--- src/hw/rtl/poll_backoff_scheduler_top_assert.svh ---
// Assertion macros shared by the poll scheduler RTL.
// Each macro expects signals named clock and reset in the including module.
`ifndef POLL_BACKOFF_SCHEDULER_TOP_ASSERT_SVH
`define POLL_BACKOFF_SCHEDULER_TOP_ASSERT_SVH

// Condition in the same cycle.
`define PBS_ASSERT_SAME(label, cond, prop, msg) \
   label: assert property (@(posedge clock) disable iff (reset) (cond) |-> (prop)) \
      else $error(msg);

// Condition, then the property in the next cycle.
`define PBS_ASSERT_NEXT(label, cond, prop, msg) \
   label: assert property (@(posedge clock) disable iff (reset) (cond) |=> (prop)) \
      else $error(msg);

`endif

--- src/hw/rtl/pbs_pkg.sv ---
// Shared types, codes and helpers of the poll backoff scheduler.
// No dependencies; imported by every module of the block.
package pbs_pkg;

   localparam int TIME_W  = 32;
   localparam int OP_W    = 3;
   localparam int IDX_W   = 3;
   localparam int REQ_D_W = 40;
   localparam int RSP_D_W = 40;

   localparam logic [OP_W-1:0] OP_QUERY     = 3'd0;
   localparam logic [OP_W-1:0] OP_ADVERT    = 3'd1;
   localparam logic [OP_W-1:0] OP_START     = 3'd2;
   localparam logic [OP_W-1:0] OP_FINISH    = 3'd3;
   localparam logic [OP_W-1:0] OP_REQ_POLL  = 3'd4;
   localparam logic [OP_W-1:0] OP_REQ_RETRY = 3'd5;
   localparam logic [OP_W-1:0] OP_CLEAR     = 3'd6;

   localparam logic [IDX_W-1:0] REG_TAIL_SETTLE = 3'd0;
   localparam logic [IDX_W-1:0] REG_FRESH_WIN   = 3'd1;
   localparam logic [IDX_W-1:0] REG_NORMAL_INT  = 3'd2;
   localparam logic [IDX_W-1:0] REG_FIRST_RETRY = 3'd3;
   localparam logic [IDX_W-1:0] REG_MAX_RETRY   = 3'd4;
   localparam logic [IDX_W-1:0] REG_RETRY_GAP   = 3'd5;
   localparam logic [IDX_W-1:0] REG_MIN_GAP     = 3'd6;

   typedef struct packed {
      logic [TIME_W-1:0] tail_settle_time;
      logic [TIME_W-1:0] freshness_window;
      logic [TIME_W-1:0] normal_interval;
      logic [TIME_W-1:0] first_retry_delay;
      logic [TIME_W-1:0] max_retry_delay;
      logic [TIME_W-1:0] retry_gap;
      logic [TIME_W-1:0] min_start_gap;
   } cfg_type;

   typedef struct packed {
      logic [OP_W-1:0]   opcode;
      logic [TIME_W-1:0] now_time;
      logic              demand_flag;
      logic              poll_ok;
      logic              link_busy;
      logic              cleanup_busy;
   } event_type;

   typedef struct packed {
      logic              poll_now;
      logic              advert_fresh;
      logic [TIME_W-1:0] current_backoff;
   } result_type;

   // Wrapping elapsed-time test: at least dur ms since the mark.
   function automatic logic time_passed(input logic [TIME_W-1:0] now,
                                        input logic [TIME_W-1:0] since,
                                        input logic [TIME_W-1:0] dur);
      logic [TIME_W-1:0] diff;
      diff = now - since;
      return diff >= dur;
   endfunction

endpackage

--- src/hw/rtl/pbs_csr.sv ---
// Configuration register file of the poll backoff scheduler.
// Depends on pbs_pkg for the register indexes and the cfg_type bundle.
module pbs_csr
   import pbs_pkg::*;
(
   input  logic                clock,
   input  logic                reset,
   input  logic                csr_valid,
   output logic                csr_ready,
   input  logic [IDX_W-1:0]    csr_index,
   input  logic [TIME_W-1:0]   csr_data,
   output cfg_type             cfg
);

   cfg_type cfg_ff;
   cfg_type cfg_in;

   assign csr_ready = 1'b1;
   assign cfg       = cfg_ff;

   always_comb begin
      cfg_in = cfg_ff;
      if (csr_valid && csr_ready) begin
         case (csr_index)
            REG_TAIL_SETTLE: cfg_in.tail_settle_time  = csr_data;
            REG_FRESH_WIN:   cfg_in.freshness_window  = csr_data;
            REG_NORMAL_INT:  cfg_in.normal_interval   = csr_data;
            REG_FIRST_RETRY: cfg_in.first_retry_delay = csr_data;
            REG_MAX_RETRY:   cfg_in.max_retry_delay   = csr_data;
            REG_RETRY_GAP:   cfg_in.retry_gap         = csr_data;
            REG_MIN_GAP:     cfg_in.min_start_gap     = csr_data;
            default:         cfg_in = cfg_ff;
         endcase
      end
   end

   always_ff @(posedge clock) begin
      if (reset) begin
         cfg_ff <= '0;
      end else begin
         cfg_ff <= cfg_in;
      end
   end

endmodule

--- src/hw/rtl/pbs_state.sv ---
// Scheduler state, its update for one event, and the poll decision.
// Depends on pbs_pkg and the assertion macro header.
`include "poll_backoff_scheduler_top_assert.svh"
module pbs_state
   import pbs_pkg::*;
(
   input  logic       clock,
   input  logic       reset,
   input  logic       step,
   input  event_type  evt,
   input  cfg_type    cfg,
   output result_type result
);

   logic [TIME_W-1:0] finish_time_ff, finish_time_in;
   logic [TIME_W-1:0] start_time_ff, start_time_in;
   logic [TIME_W-1:0] advert_time_ff, advert_time_in;
   logic [TIME_W-1:0] retry_ready_ff, retry_ready_in;
   logic [TIME_W-1:0] backoff_ff, backoff_in;
   logic [TIME_W-1:0] wait_delay_ff, wait_delay_in;
   logic              finished_once_ff, finished_once_in;
   logic              started_once_ff, started_once_in;
   logic              advert_seen_ff, advert_seen_in;
   logic              invite_ff, invite_in;
   logic              poll_wanted_ff, poll_wanted_in;
   logic              retry_wanted_ff, retry_wanted_in;

   logic              in_tail;
   logic              silent;
   logic              fresh;
   logic              gap_open;
   logic              poll_now;
   logic [TIME_W-1:0] retry_diff;
   logic [TIME_W-1:0] max_half;

   assign max_half = cfg.max_retry_delay >> 1;
   assign in_tail  = finished_once_ff
                     && !time_passed(evt.now_time, finish_time_ff, cfg.tail_settle_time);
   assign silent   = !advert_seen_ff
                     || time_passed(evt.now_time, advert_time_ff, cfg.freshness_window);

   always_comb begin
      finish_time_in   = finish_time_ff;
      start_time_in    = start_time_ff;
      advert_time_in   = advert_time_ff;
      retry_ready_in   = retry_ready_ff;
      backoff_in       = backoff_ff;
      wait_delay_in    = wait_delay_ff;
      finished_once_in = finished_once_ff;
      started_once_in  = started_once_ff;
      advert_seen_in   = advert_seen_ff;
      invite_in        = invite_ff;
      poll_wanted_in   = poll_wanted_ff;
      retry_wanted_in  = retry_wanted_ff;
      case (evt.opcode)
         OP_ADVERT: begin
            if (!in_tail) begin
               advert_time_in = evt.now_time;
               advert_seen_in = 1'b1;
               if (evt.demand_flag || silent) begin
                  invite_in = 1'b1;
               end
            end
         end
         OP_START: begin
            start_time_in   = evt.now_time;
            started_once_in = 1'b1;
            poll_wanted_in  = 1'b0;
            retry_wanted_in = 1'b0;
            invite_in       = 1'b0;
         end
         OP_FINISH: begin
            finish_time_in   = evt.now_time;
            finished_once_in = 1'b1;
            invite_in        = 1'b0;
            if (evt.poll_ok) begin
               backoff_in    = '0;
               wait_delay_in = cfg.normal_interval;
            end else begin
               if (backoff_ff == '0) begin
                  backoff_in = (cfg.first_retry_delay < cfg.max_retry_delay)
                               ? cfg.first_retry_delay : cfg.max_retry_delay;
               end else if (backoff_ff >= cfg.max_retry_delay || backoff_ff > max_half) begin
                  backoff_in = cfg.max_retry_delay;
               end else begin
                  backoff_in = {backoff_ff[TIME_W-2:0], 1'b0};
               end
               wait_delay_in = backoff_in;
            end
         end
         OP_REQ_POLL: begin
            poll_wanted_in = 1'b1;
         end
         OP_REQ_RETRY: begin
            retry_wanted_in = 1'b1;
            retry_ready_in  = evt.now_time + cfg.retry_gap;
         end
         OP_CLEAR: begin
            poll_wanted_in  = 1'b0;
            retry_wanted_in = 1'b0;
         end
         default: begin
            // Queries and the spare code leave the state alone.
            poll_wanted_in = poll_wanted_ff;
         end
      endcase
   end

   // The decision looks at the state as it stands after this event.
   assign retry_diff = evt.now_time - retry_ready_in;
   assign fresh      = advert_seen_in
                       && !time_passed(evt.now_time, advert_time_in, cfg.freshness_window);
   assign gap_open   = !started_once_in
                       || time_passed(evt.now_time, start_time_in, cfg.min_start_gap);

   always_comb begin
      if (evt.link_busy || evt.cleanup_busy || !fresh) begin
         poll_now = 1'b0;
      end else if (retry_wanted_in) begin
         poll_now = !retry_diff[TIME_W-1];
      end else if (!gap_open) begin
         poll_now = 1'b0;
      end else if (poll_wanted_in || invite_in || !finished_once_in) begin
         poll_now = 1'b1;
      end else begin
         poll_now = time_passed(evt.now_time, finish_time_in, wait_delay_in);
      end
   end

   assign result.poll_now        = poll_now;
   assign result.advert_fresh    = fresh;
   assign result.current_backoff = backoff_in;

   always_ff @(posedge clock) begin
      if (reset) begin
         finish_time_ff   <= '0;
         start_time_ff    <= '0;
         advert_time_ff   <= '0;
         retry_ready_ff   <= '0;
         backoff_ff       <= '0;
         wait_delay_ff    <= '0;
         finished_once_ff <= 1'b0;
         started_once_ff  <= 1'b0;
         advert_seen_ff   <= 1'b0;
         invite_ff        <= 1'b0;
         poll_wanted_ff   <= 1'b0;
         retry_wanted_ff  <= 1'b0;
      end else if (step) begin
         finish_time_ff   <= finish_time_in;
         start_time_ff    <= start_time_in;
         advert_time_ff   <= advert_time_in;
         retry_ready_ff   <= retry_ready_in;
         backoff_ff       <= backoff_in;
         wait_delay_ff    <= wait_delay_in;
         finished_once_ff <= finished_once_in;
         started_once_ff  <= started_once_in;
         advert_seen_ff   <= advert_seen_in;
         invite_ff        <= invite_in;
         poll_wanted_ff   <= poll_wanted_in;
         retry_wanted_ff  <= retry_wanted_in;
      end
   end

   `PBS_ASSERT_NEXT(a_backoff_capped, step && evt.opcode == OP_FINISH && !evt.poll_ok, backoff_ff <= cfg.max_retry_delay, "backoff above its ceiling after a failed poll")
   `PBS_ASSERT_NEXT(a_success_clears, step && evt.opcode == OP_FINISH && evt.poll_ok, backoff_ff == '0 && wait_delay_ff == $past(cfg.normal_interval), "successful poll did not clear the backoff")
   `PBS_ASSERT_NEXT(a_start_clears, step && evt.opcode == OP_START, !poll_wanted_ff && !retry_wanted_ff && !invite_ff && started_once_ff, "poll start left a request pending")

endmodule

--- src/hw/rtl/poll_backoff_scheduler_top.sv ---
// Top level of the poll backoff scheduler: request and response registers
// around the state update. Depends on pbs_pkg, pbs_csr, pbs_state and the
// assertion macro header.
//
// Usage:
//  - Events arrive on the req_ channel: req_tuser carries the opcode and
//    req_tdata the time and the event flags. Each accepted request yields
//    exactly one response on the rsp_ channel, in order.
//  - A request is registered on acceptance and applied to the scheduler state
//    once the response register is free or being read, when its result is
//    written into the response register.
//  - Throughput is one request per cycle while rsp_tready is high; the limit is
//    the single state update each event makes before the next reads the state.
//  - When the receiver holds rsp_tready low, the response register keeps its
//    result and one more request is held in the input register; after that
//    req_tready drops until the response is taken.
//  - Registers must be written through csr_ only while no request is in flight;
//    the block does not enforce it, is always ready, ignores indexes past the list.
//  - Synchronous reset clears the scheduler state, every register and both
//    channel stages; the block accepts requests in the first cycle after it.
`include "poll_backoff_scheduler_top_assert.svh"
module poll_backoff_scheduler_top
   import pbs_pkg::*;
(
   input  logic               clock,
   input  logic               reset,
   input  logic               req_tvalid,
   output logic               req_tready,
   // [31:0] now_time, [32] demand_flag, [33] poll_ok, [34] link_busy,
   // [35] cleanup_busy, [39:36] zero
   input  logic [REQ_D_W-1:0] req_tdata,
   // [2:0] opcode
   input  logic [OP_W-1:0]    req_tuser,
   output logic               rsp_tvalid,
   input  logic               rsp_tready,
   // [0] poll_now, [1] advert_fresh, [33:2] current_backoff, [39:34] zero
   output logic [RSP_D_W-1:0] rsp_tdata,
   input  logic               csr_valid,
   output logic               csr_ready,
   input  logic [IDX_W-1:0]   csr_index,
   input  logic [TIME_W-1:0]  csr_data
);

   cfg_type    cfg;
   result_type result;
   event_type  evt_ff;
   event_type  evt_in;
   logic       evt_valid_ff;
   logic       rsp_valid_ff;
   logic [RSP_D_W-1:0] rsp_data_ff;
   logic       advance;
   logic       req_take;

   assign advance    = evt_valid_ff && (!rsp_valid_ff || rsp_tready);
   assign req_tready = !evt_valid_ff || advance;
   assign req_take   = req_tvalid && req_tready;
   assign rsp_tvalid = rsp_valid_ff;
   assign rsp_tdata  = rsp_data_ff;

   assign evt_in.opcode       = req_tuser;
   assign evt_in.now_time     = req_tdata[TIME_W-1:0];
   assign evt_in.demand_flag  = req_tdata[TIME_W];
   assign evt_in.poll_ok      = req_tdata[TIME_W+1];
   assign evt_in.link_busy    = req_tdata[TIME_W+2];
   assign evt_in.cleanup_busy = req_tdata[TIME_W+3];

   pbs_csr u_csr (
      .clock     (clock),
      .reset     (reset),
      .csr_valid (csr_valid),
      .csr_ready (csr_ready),
      .csr_index (csr_index),
      .csr_data  (csr_data),
      .cfg       (cfg)
   );

   pbs_state u_state (
      .clock  (clock),
      .reset  (reset),
      .step   (advance),
      .evt    (evt_ff),
      .cfg    (cfg),
      .result (result)
   );

   always_ff @(posedge clock) begin
      if (reset) begin
         evt_valid_ff <= 1'b0;
         rsp_valid_ff <= 1'b0;
      end else begin
         if (req_take) begin
            evt_valid_ff <= 1'b1;
         end else if (advance) begin
            evt_valid_ff <= 1'b0;
         end
         if (advance) begin
            rsp_valid_ff <= 1'b1;
         end else if (rsp_tready) begin
            rsp_valid_ff <= 1'b0;
         end
      end
   end

   always_ff @(posedge clock) begin
      if (req_take) begin
         evt_ff <= evt_in;
      end
      if (advance) begin
         rsp_data_ff <= {{(RSP_D_W-TIME_W-2){1'b0}}, result.current_backoff,
                         result.advert_fresh, result.poll_now};
      end
   end

   `PBS_ASSERT_NEXT(a_stalled_request_held, evt_valid_ff && rsp_valid_ff && !rsp_tready, evt_valid_ff && $stable(evt_ff), "held request lost while the response was stalled")
   `PBS_ASSERT_NEXT(a_advance_gives_response, advance, rsp_valid_ff, "applied request produced no response")
   `PBS_ASSERT_SAME(a_full_blocks_request, evt_valid_ff && rsp_valid_ff && !rsp_tready, !req_tready, "request taken while both stages were full")

endmodule

--- config.mk ---
export PLATFORM = sky130hd
export DESIGN_NAME = poll_backoff_scheduler_top
export DESIGN_NICKNAME = d
export VERILOG_FILES = /design/src/hw/rtl/pbs_pkg.sv /design/src/hw/rtl/pbs_csr.sv /design/src/hw/rtl/pbs_state.sv /design/src/hw/rtl/poll_backoff_scheduler_top.sv
export VERILOG_INCLUDE_DIRS = /design/src /design/src/hw/rtl
export SDC_FILE = /design/constraint.sdc
export NUM_CORES = 2
export LEC_CHECK = 0
export BUFFER_PORTS_ARGS = -buffer_cell sky130_fd_sc_hd__buf_2
export CAP_MARGIN = 20
export CORE_MARGIN = 2
export CORE_UTILIZATION = 60
export CTS_CLUSTER_DIAMETER = 30
export DETAILED_ROUTE_END_ITERATION = 12
export MAX_ROUTING_LAYER = met4
export PLACE_DENSITY = 0.84
export SYNTH_ARGS = -nofsm -noshare
export SYNTH_HDL_FRONTEND = slang
export SYNTH_SLANG_ARGS = --single-unit
--- constraint.sdc ---
create_clock -name clock -period 14.3 [get_ports clock]
set_clock_uncertainty 0.15 [all_clocks]
set_input_delay 3.575 -clock clock [delete_from_list [all_inputs] [get_ports clock]]
set_output_delay 3.575 -clock clock [all_outputs]
set_load 0.005 [all_outputs]
### After elaboration in Yosys (flattened, before gate mapping)

Index checks and enable logic that the tools add are counted.

* register bits: 497
* bits of input ports: 83
* output and inout port bits: 43
* word-level logic and storage cells: 120

* $add $sub $neg: 7
* magnitude comparators: 8
* equality and inequality tests: 12
* mux-type cells: 28
* reduce and logical (&&, ||, !) cells: 36

Operators by type and width (number)
* $mux 32: 12
* $ge 32x32->1: 6
* $sub 32x32->32: 6
* $add 32x32->32: 1
* $gt 32x31->1: 1
* $logic_not 32->1: 1
* $lt 32x32->1: 1
* $eq 3x3->1 const B: 6
* $reduce_and 2->1: 7
* $mux 1: 13
* $eq 3x2->1 const B: 4
* $logic_or 1x1->1: 10
* $logic_not 1->1: 9
* $eq 3x1->1 const B: 2
* $pmux 1 s2: 3
* $logic_and 1x1->1: 4
* $reduce_bool 2->1: 2
* $reduce_or 2->1: 2
* $logic_not 3->1: 1

### Depth between registers and ports, before layout

* depth in word-level cells: 12
* mapped depth: 46
* gate-level depth less buffers: 45

### Hierarchy

A second synthesis with hierarchy kept.

* cells, all modules: 4345
* area total of the unflattened synthesis: 36568.8 µm²

Modules (own cells, without submodules)
* pbs_state: instances 1, cells each 3483, area an instance 25517.0 µm², seq. area each 3963.8 µm²
* pbs_csr: instances 1, cells each 772, area an instance 8707.1 µm², seq. area each 4484.3 µm²
* poll_backoff_scheduler_top: instances 1, cells each 90, area an instance 2344.7 µm², seq. area each 2232.1 µm²

### Worst setup path after synthesis

No wires, ideal clock.

* kind: reg-to-reg
* start point: register evt_ff[4] (netlist bit)
* end point: register rsp_data_ff[0], in the netlist rsp_tdata[0], data pin
* library setup time: 0.190 ns
* data arrival time: 8.915 ns
* data required time: 13.960 ns
* slack: 5.044 ns
* stages on the path, launching flop included: 46
* path buffers: 2
* period minus slack after synthesis: 9.256 ns
* cells stage by stage: edfxtp_1 -> inv_1 -> ha_1 -> inv_1 -> fa_1 -> a211oi_1 -> o21bai_1 -> a31oi_1 -> o211ai_1 -> a31oi_1 -> a21oi_1 -> and4_1 -> o31ai_1 -> nand2b_1 -> xor2_1 -> ha_1 -> nand4_1 -> nor3_1 -> [10 not listed] -> a41oi_1 -> o22ai_1 -> nand3b_1 -> a31oi_1 -> o21a_1 -> nor3_1 -> a311o_1 -> ha_1 -> a21o_1 -> a21o_1 -> a21o_1 -> a21o_1 -> a21oi_1 -> nor2_1 -> a211o_1 -> nor2_1 -> or4b_1 -> a2111oi_2

* cells in the longest elaborated chain, start to end: 12
* elaborated cells between the ends (all ways): 37
* those cells by class: add/sub: 7; order compare: 5; mux: 13; reduce/logical: 12

RTL lines
* start, declared: RTL line poll_backoff_scheduler_top.sv:46 `event_type evt_ff;`
* start signal, assigned: RTL line poll_backoff_scheduler_top.sv:106 `evt_ff <= evt_in;`
* $sub 32x32->32: RTL line pbs_pkg.sv:57 `diff = now - since;`
* $ge 32x32->1: RTL line pbs_pkg.sv:58 `return diff >= dur;`
* $logic_not 1->1 or $logic_or 1x1->1 (tied branches): RTL line pbs_state.sv:38, pbs_state.sv:40
* $logic_and 1x1->1 or $logic_or 1x1->1 (tied branches): RTL line pbs_state.sv:38, pbs_state.sv:60
* $mux 32 or $mux 1 (tied branches): RTL line pbs_state.sv:57, pbs_state.sv:60
* $mux 32 or $mux 1 (tied branches): RTL line pbs_state.sv:55, pbs_state.sv:57
* $sub 32x32->32 or $pmux 1 s2 (tied branches): RTL line pbs_pkg.sv:57, pbs_state.sv:55
* $ge 32x32->1 or $logic_or 1x1->1 (tied branches): RTL line pbs_pkg.sv:58, pbs_state.sv:123
* $logic_not 1->1 or $logic_or 1x1->1 (tied branches): RTL line pbs_state.sv:112, pbs_state.sv:123
* $logic_and 1x1->1 or $mux 1 (tied branches): RTL line pbs_state.sv:112, pbs_state.sv:123
* $logic_not 1->1 or $mux 1 (tied branches): RTL line pbs_state.sv:117, pbs_state.sv:121
* $logic_or 1x1->1 or $mux 1 (tied branches): RTL line pbs_state.sv:117, pbs_state.sv:119
* end signal, assigned: RTL line poll_backoff_scheduler_top.sv:109 `rsp_data_ff <= {{(RSP_D_W-TIME_W-2){1'b0}}, result.current_backoff,`
* end, declared: RTL line poll_backoff_scheduler_top.sv:50 `logic [RSP_D_W-1:0] rsp_data_ff;`

Parallel ways exist; a longest one is shown, timed or not.
A chain may end at the register's enable or synchronous reset.

### Final worst setup path

* start point: register evt_ff[4] (netlist bit)
* end point: register rsp_data_ff[0], in the netlist rsp_tdata[0], data pin

* cells in the longest elaborated chain, start to end: 12
* elaborated cells between the ends (all ways): 37
* those cells by class: add/sub: 7; order compare: 5; mux: 13; reduce/logical: 12

RTL lines
* $sub 32x32->32: RTL line pbs_pkg.sv:57
* $ge 32x32->1: RTL line pbs_pkg.sv:58
* $logic_not 1->1: RTL line pbs_state.sv:38 `&& !time_passed(evt.now_time, finish_time_ff, cfg.tail_settle_time);`
* $logic_and 1x1->1: RTL line pbs_state.sv:38
* $mux 32 (*): RTL line pbs_state.sv:57 `if (!in_tail) begin`
* $mux 32 (*): RTL line pbs_state.sv:55 `case (evt.opcode)`
* net u_state.advert_time_in[0]: RTL line pbs_state.sv:17 `logic [TIME_W-1:0] advert_time_ff, advert_time_in;`
* $sub 32x32->32 (*): RTL line pbs_pkg.sv:57
* $ge 32x32->1 (*): RTL line pbs_pkg.sv:58
* $logic_not 1->1 (*): RTL line pbs_state.sv:112 `&& !time_passed(evt.now_time, advert_time_in, cfg.freshness_window);`
* $logic_and 1x1->1 (*): RTL line pbs_state.sv:112
* $logic_not 1->1 (*): RTL line pbs_state.sv:117 `if (evt.link_busy || evt.cleanup_busy || !fresh) begin`
* $logic_or 1x1->1 (*): RTL line pbs_state.sv:117

Mark *: on every way through the listed nets, which the timed path passes. The rest lies on a longest branch.

==> run_results.csv <==
group,metric,value,unit
synthesis,synth.area.top_cells,"dfxtp_1 (24%), ha_1 (17%), nand2_1 (8.0%), a21oi_1 (7.9%), edfxtp_1 (6.2%)",
critical_path,critical_path.most_common_cell,"a21o_1",
floorplanning,core,58800,um2
run,cap_violations,0,
pwr,finalPower,5.16,mW
clock_network,clockBufferDepth,3,
placed_design,dpl.cell_count,5180,
detailed_routing,drtAntennaViolNets,0,
critical_path,r2r-start,"evt_ff[4]$_DFFE_PP_",
pwr,p_leak,15.8,nW
detailed_routing,drt-vias-per-instance,6.09,
clock_network,clkTransAtPathRegs,50,ps
final_layout,layout.nets,5086,
hold_path,hold_start,"u_csr.cfg[128]$_SDFFE_PP0P_",
placed_design,routabilityCongestion,0.962,
critical_path,required,14610,ps
floorplanning,dieArea,61200,um2
clock_network,cts_setup_buffers,0,
synthesis,ys_ff_latch,497,
synthesis,synth_ff_type,"dfxtp_1",
floorplanning,die_w,247,um
sta,fin_crit_sh,86.0,%
final_layout,fin_cells,5403,
critical_path,arrival,12620,ps
final_layout,layout_commonest_cell,"nand2_1",
synthesis,synthMuxAreaShare,3.08,%
critical_path,startpoint_type,"flop",
global_route,grt_overflow,0,
synthesis,synth_fa_ha_area_share,16.9,%
placed_design,place.port_buffers,114,
synthesis,syn_area,35600,um2
floorplanning,die_height,247,um
synthesis,yosys_warnings,0,
final_layout,syn_to_final_growth,15.1,%
sta,relSlewSlack,26.6,%
critical_path,setup.worst_path.end_class,"flop",
global_route,grtUsageTotal,32.7,%
sta,max_freq,0.0813,GHz
synthesis,synth_top_family_by_area,"compound AO/OA/AOI/OAI gates",
hold_path,hold_depth,2,
hold_path,hold_end,"u_csr.cfg[128]$_SDFFE_PP0P_",
clock_network,cts_buffers,117,
synthesis,synth_edf_count,73,
detailed_routing,post-route-drc-count,0,
floorplanning,ios,126,
sta,setup_viol,0,
final_layout,drive_above_1_share,10.2,%
clock_network,cts_tree,"done",
global_route,antenna_found_initial,0,
synthesis,ys_types,90,
synthesis,synth-xor-area-share,3.84,%
critical_path,r2r_end,"rsp_tdata[0]$_SDFFCE_PP0P_",
clock_network,root_buffer,"clkbuf_16",
synthesis,synth_compound_area_share,23.0,%
detailed_routing,drtIter0Drc,2446,
pwr,p_per_area,126,nW/um2
synthesis,syn-mean-instance-area,8.02,um2
pwr,ir_drop,144,uV
floorplanning,initial_core_util,60.5,%
detailed_routing,routedWlPerCell,18.3,um
sta,period_minus_slack,12310,ps
critical_path,rr_worst_depth,45,
critical_path,crit_type,"flop to flop",
critical_path,crit_path_max_incr_delay,920,ps
hold_path,min_path_type,"flop to flop",
critical_path,reg2reg_slack,1990,ps
critical_path,crit_fanout,35,
run_status,status,"finished, final reports clean",
global_route,grt_pass1_wl,157,mm
synthesis,netlist_instances,4431,
clock_network,postCtsResizedCells,0,
clock_network,insertion_delay,660,ps
detailed_routing,vias,32929,
synthesis,async_flop_share,0,%
clock_network,htree_levels,3,
synthesis,post-synth-top-area-cell,"dfxtp_1",
global_route,grt_pass1_vias,31476,
sta,fin_setup_tns,0,ps
sta,tightest_slew,1100,ps
synthesis,synth-seq-area-share,30.0,%
placed_design,hpwl,70.4,mm
final_layout,mostFrequentLayoutCells,"nand2_1 (758), a21oi_1 (558), ha_1 (470)",
detailed_routing,drtPass1Iterations,6,
critical_path,cp_slowest_cell,"and2_2",
synthesis,synth_top_cell_area_share,23.9,%
clock_network,cts.sinks,497,
clock_network,ctsHoldBuffers,0,
floorplanning,row_count,89,
sta,hold_viol,0,
sta,rsz0062_at_grt,"no",
sta,slew_viol_final,0,
detailed_routing,routed_wl,99.0,mm
global_route,grt_max_degree,173,
synthesis,synth_simple_gate_area_share,18.2,%
-- worst max-delay path, delay by kind of cell, from the launching register on --
kind	cells	cell delay (ps)
buf+inv	3	430
compound gates	24	5870
flops	1	530
fa+ha+maj	6	1710
xor+xnor	1	160
mux	2	590
simple gates	9	2640
-- logic make-up (layout without fill, tap and decap cells) --
group | count (synthesis) | after routing
other | 2 | 10
buffers and inverters | 441 | 632
DFF | 497 | 497
AOI/OAI and AO/OA | 1299 | 1299
and+or+nand+nor | 1451 | 1451
adders and majority gates | 476 | 476
muxes | 109 | 109
xor gates and xnor gates | 156 | 156
-- cell type report --
cell class,count,area [um2]
Sequential cell,497,10700
Timing Repair Buffer,175,1100
Clock inverter,70,716
Antenna cell,3,7.51
Clock buffer,149,3370
Inverter,238,893
Multi-Input combinational cell,3498,23200
Tap cell,773,967
Fill cell,4649,17900
-- state kept, by name, summed over array words and instances (netlist names) --
name                      count
u_csr.cfg                   224
evt_ff                       39
rsp_tdata                    34
u_state.advert_time_ff       32
u_state.backoff_ff           32
u_state.finish_time_ff       32
u_state.retry_ready_ff       32
u_state.start_time_ff        32
u_state.wait_delay_ff        32
evt_valid_ff                  1
rsp_tvalid                    1
u_state.advert_seen_ff        1
u_state.finished_once_ff      1
u_state.invite_ff             1
u_state.poll_wanted_ff        1
u_state.retry_wanted_ff       1
u_state.started_once_ff       1
-- power breakdown --
group / total (mW) / leakage, nW / switching [mW] / internal, mW
Clock: 2.70 / 1.97 / 0.880 / 1.82
Sequential: 1.48 / 4.13 / 0.0223 / 1.46
Combinational: 0.978 / 9.69 / 0.599 / 0.378
-- through the flow --
step | util, % | cell area (um2) | hold WS (ps) | setup slack (ps)
finish | 69.6 | 40900 | 300 | 1990
global route | 69.6 | 40900 | 313 | 1460
CTS | 69.6 | 40900 | 299 | 2220
detailed placement | 62.6 | 36800 | 293 | 2290
global placement | 62.6 | 36800 | 288 | 2550
floorplan | - | 35600 | 279 | 5040
-- how the worst max path moves through the flow --
stage	start	to	slack (ps)
floorplan	evt_ff[4]$_DFFE_PP_	rsp_tdata[0]$_SDFFCE_PP0P_	5040
global placement	evt_ff[4]$_DFFE_PP_	rsp_tdata[0]$_SDFFCE_PP0P_	2550
detailed placement	evt_ff[4]$_DFFE_PP_	rsp_tdata[0]$_SDFFCE_PP0P_	2290
CTS	evt_ff[4]$_DFFE_PP_	rsp_tdata[0]$_SDFFCE_PP0P_	2220
global route	evt_ff[4]$_DFFE_PP_	rsp_tdata[0]$_SDFFCE_PP0P_	1460
finish	evt_ff[4]$_DFFE_PP_	rsp_tdata[0]$_SDFFCE_PP0P_	1990
-- synth_stat cells, drive strengths merged (32+ instances only) --
library cell	count
nand4	63
inv	238
ha	470
xor2	52
nand2b	40
edfxtp	73
nand3b	39
clkbuf	172
mux2i	106
o21bai	34
o21a	68
o221ai	36
nor2b	43
a21o	149
nor3	54
nand3	42
dfxtp	424
o21ai	192
xnor2	104
a311oi	35
nor2	301
a21oi	559
a31o	32
a211oi	52
nand2	760
-- per-layer routing --
metal	vias to the layer above	GRT usage, %	routed length [um]
met5	-	-	0
met4	0	15.1	4470
met3	295	4.87	7480
met2	1210	54.4	46300
met1	15355	39.1	40800
li1	16069	-	-
(Power assumes the default switching activity.)
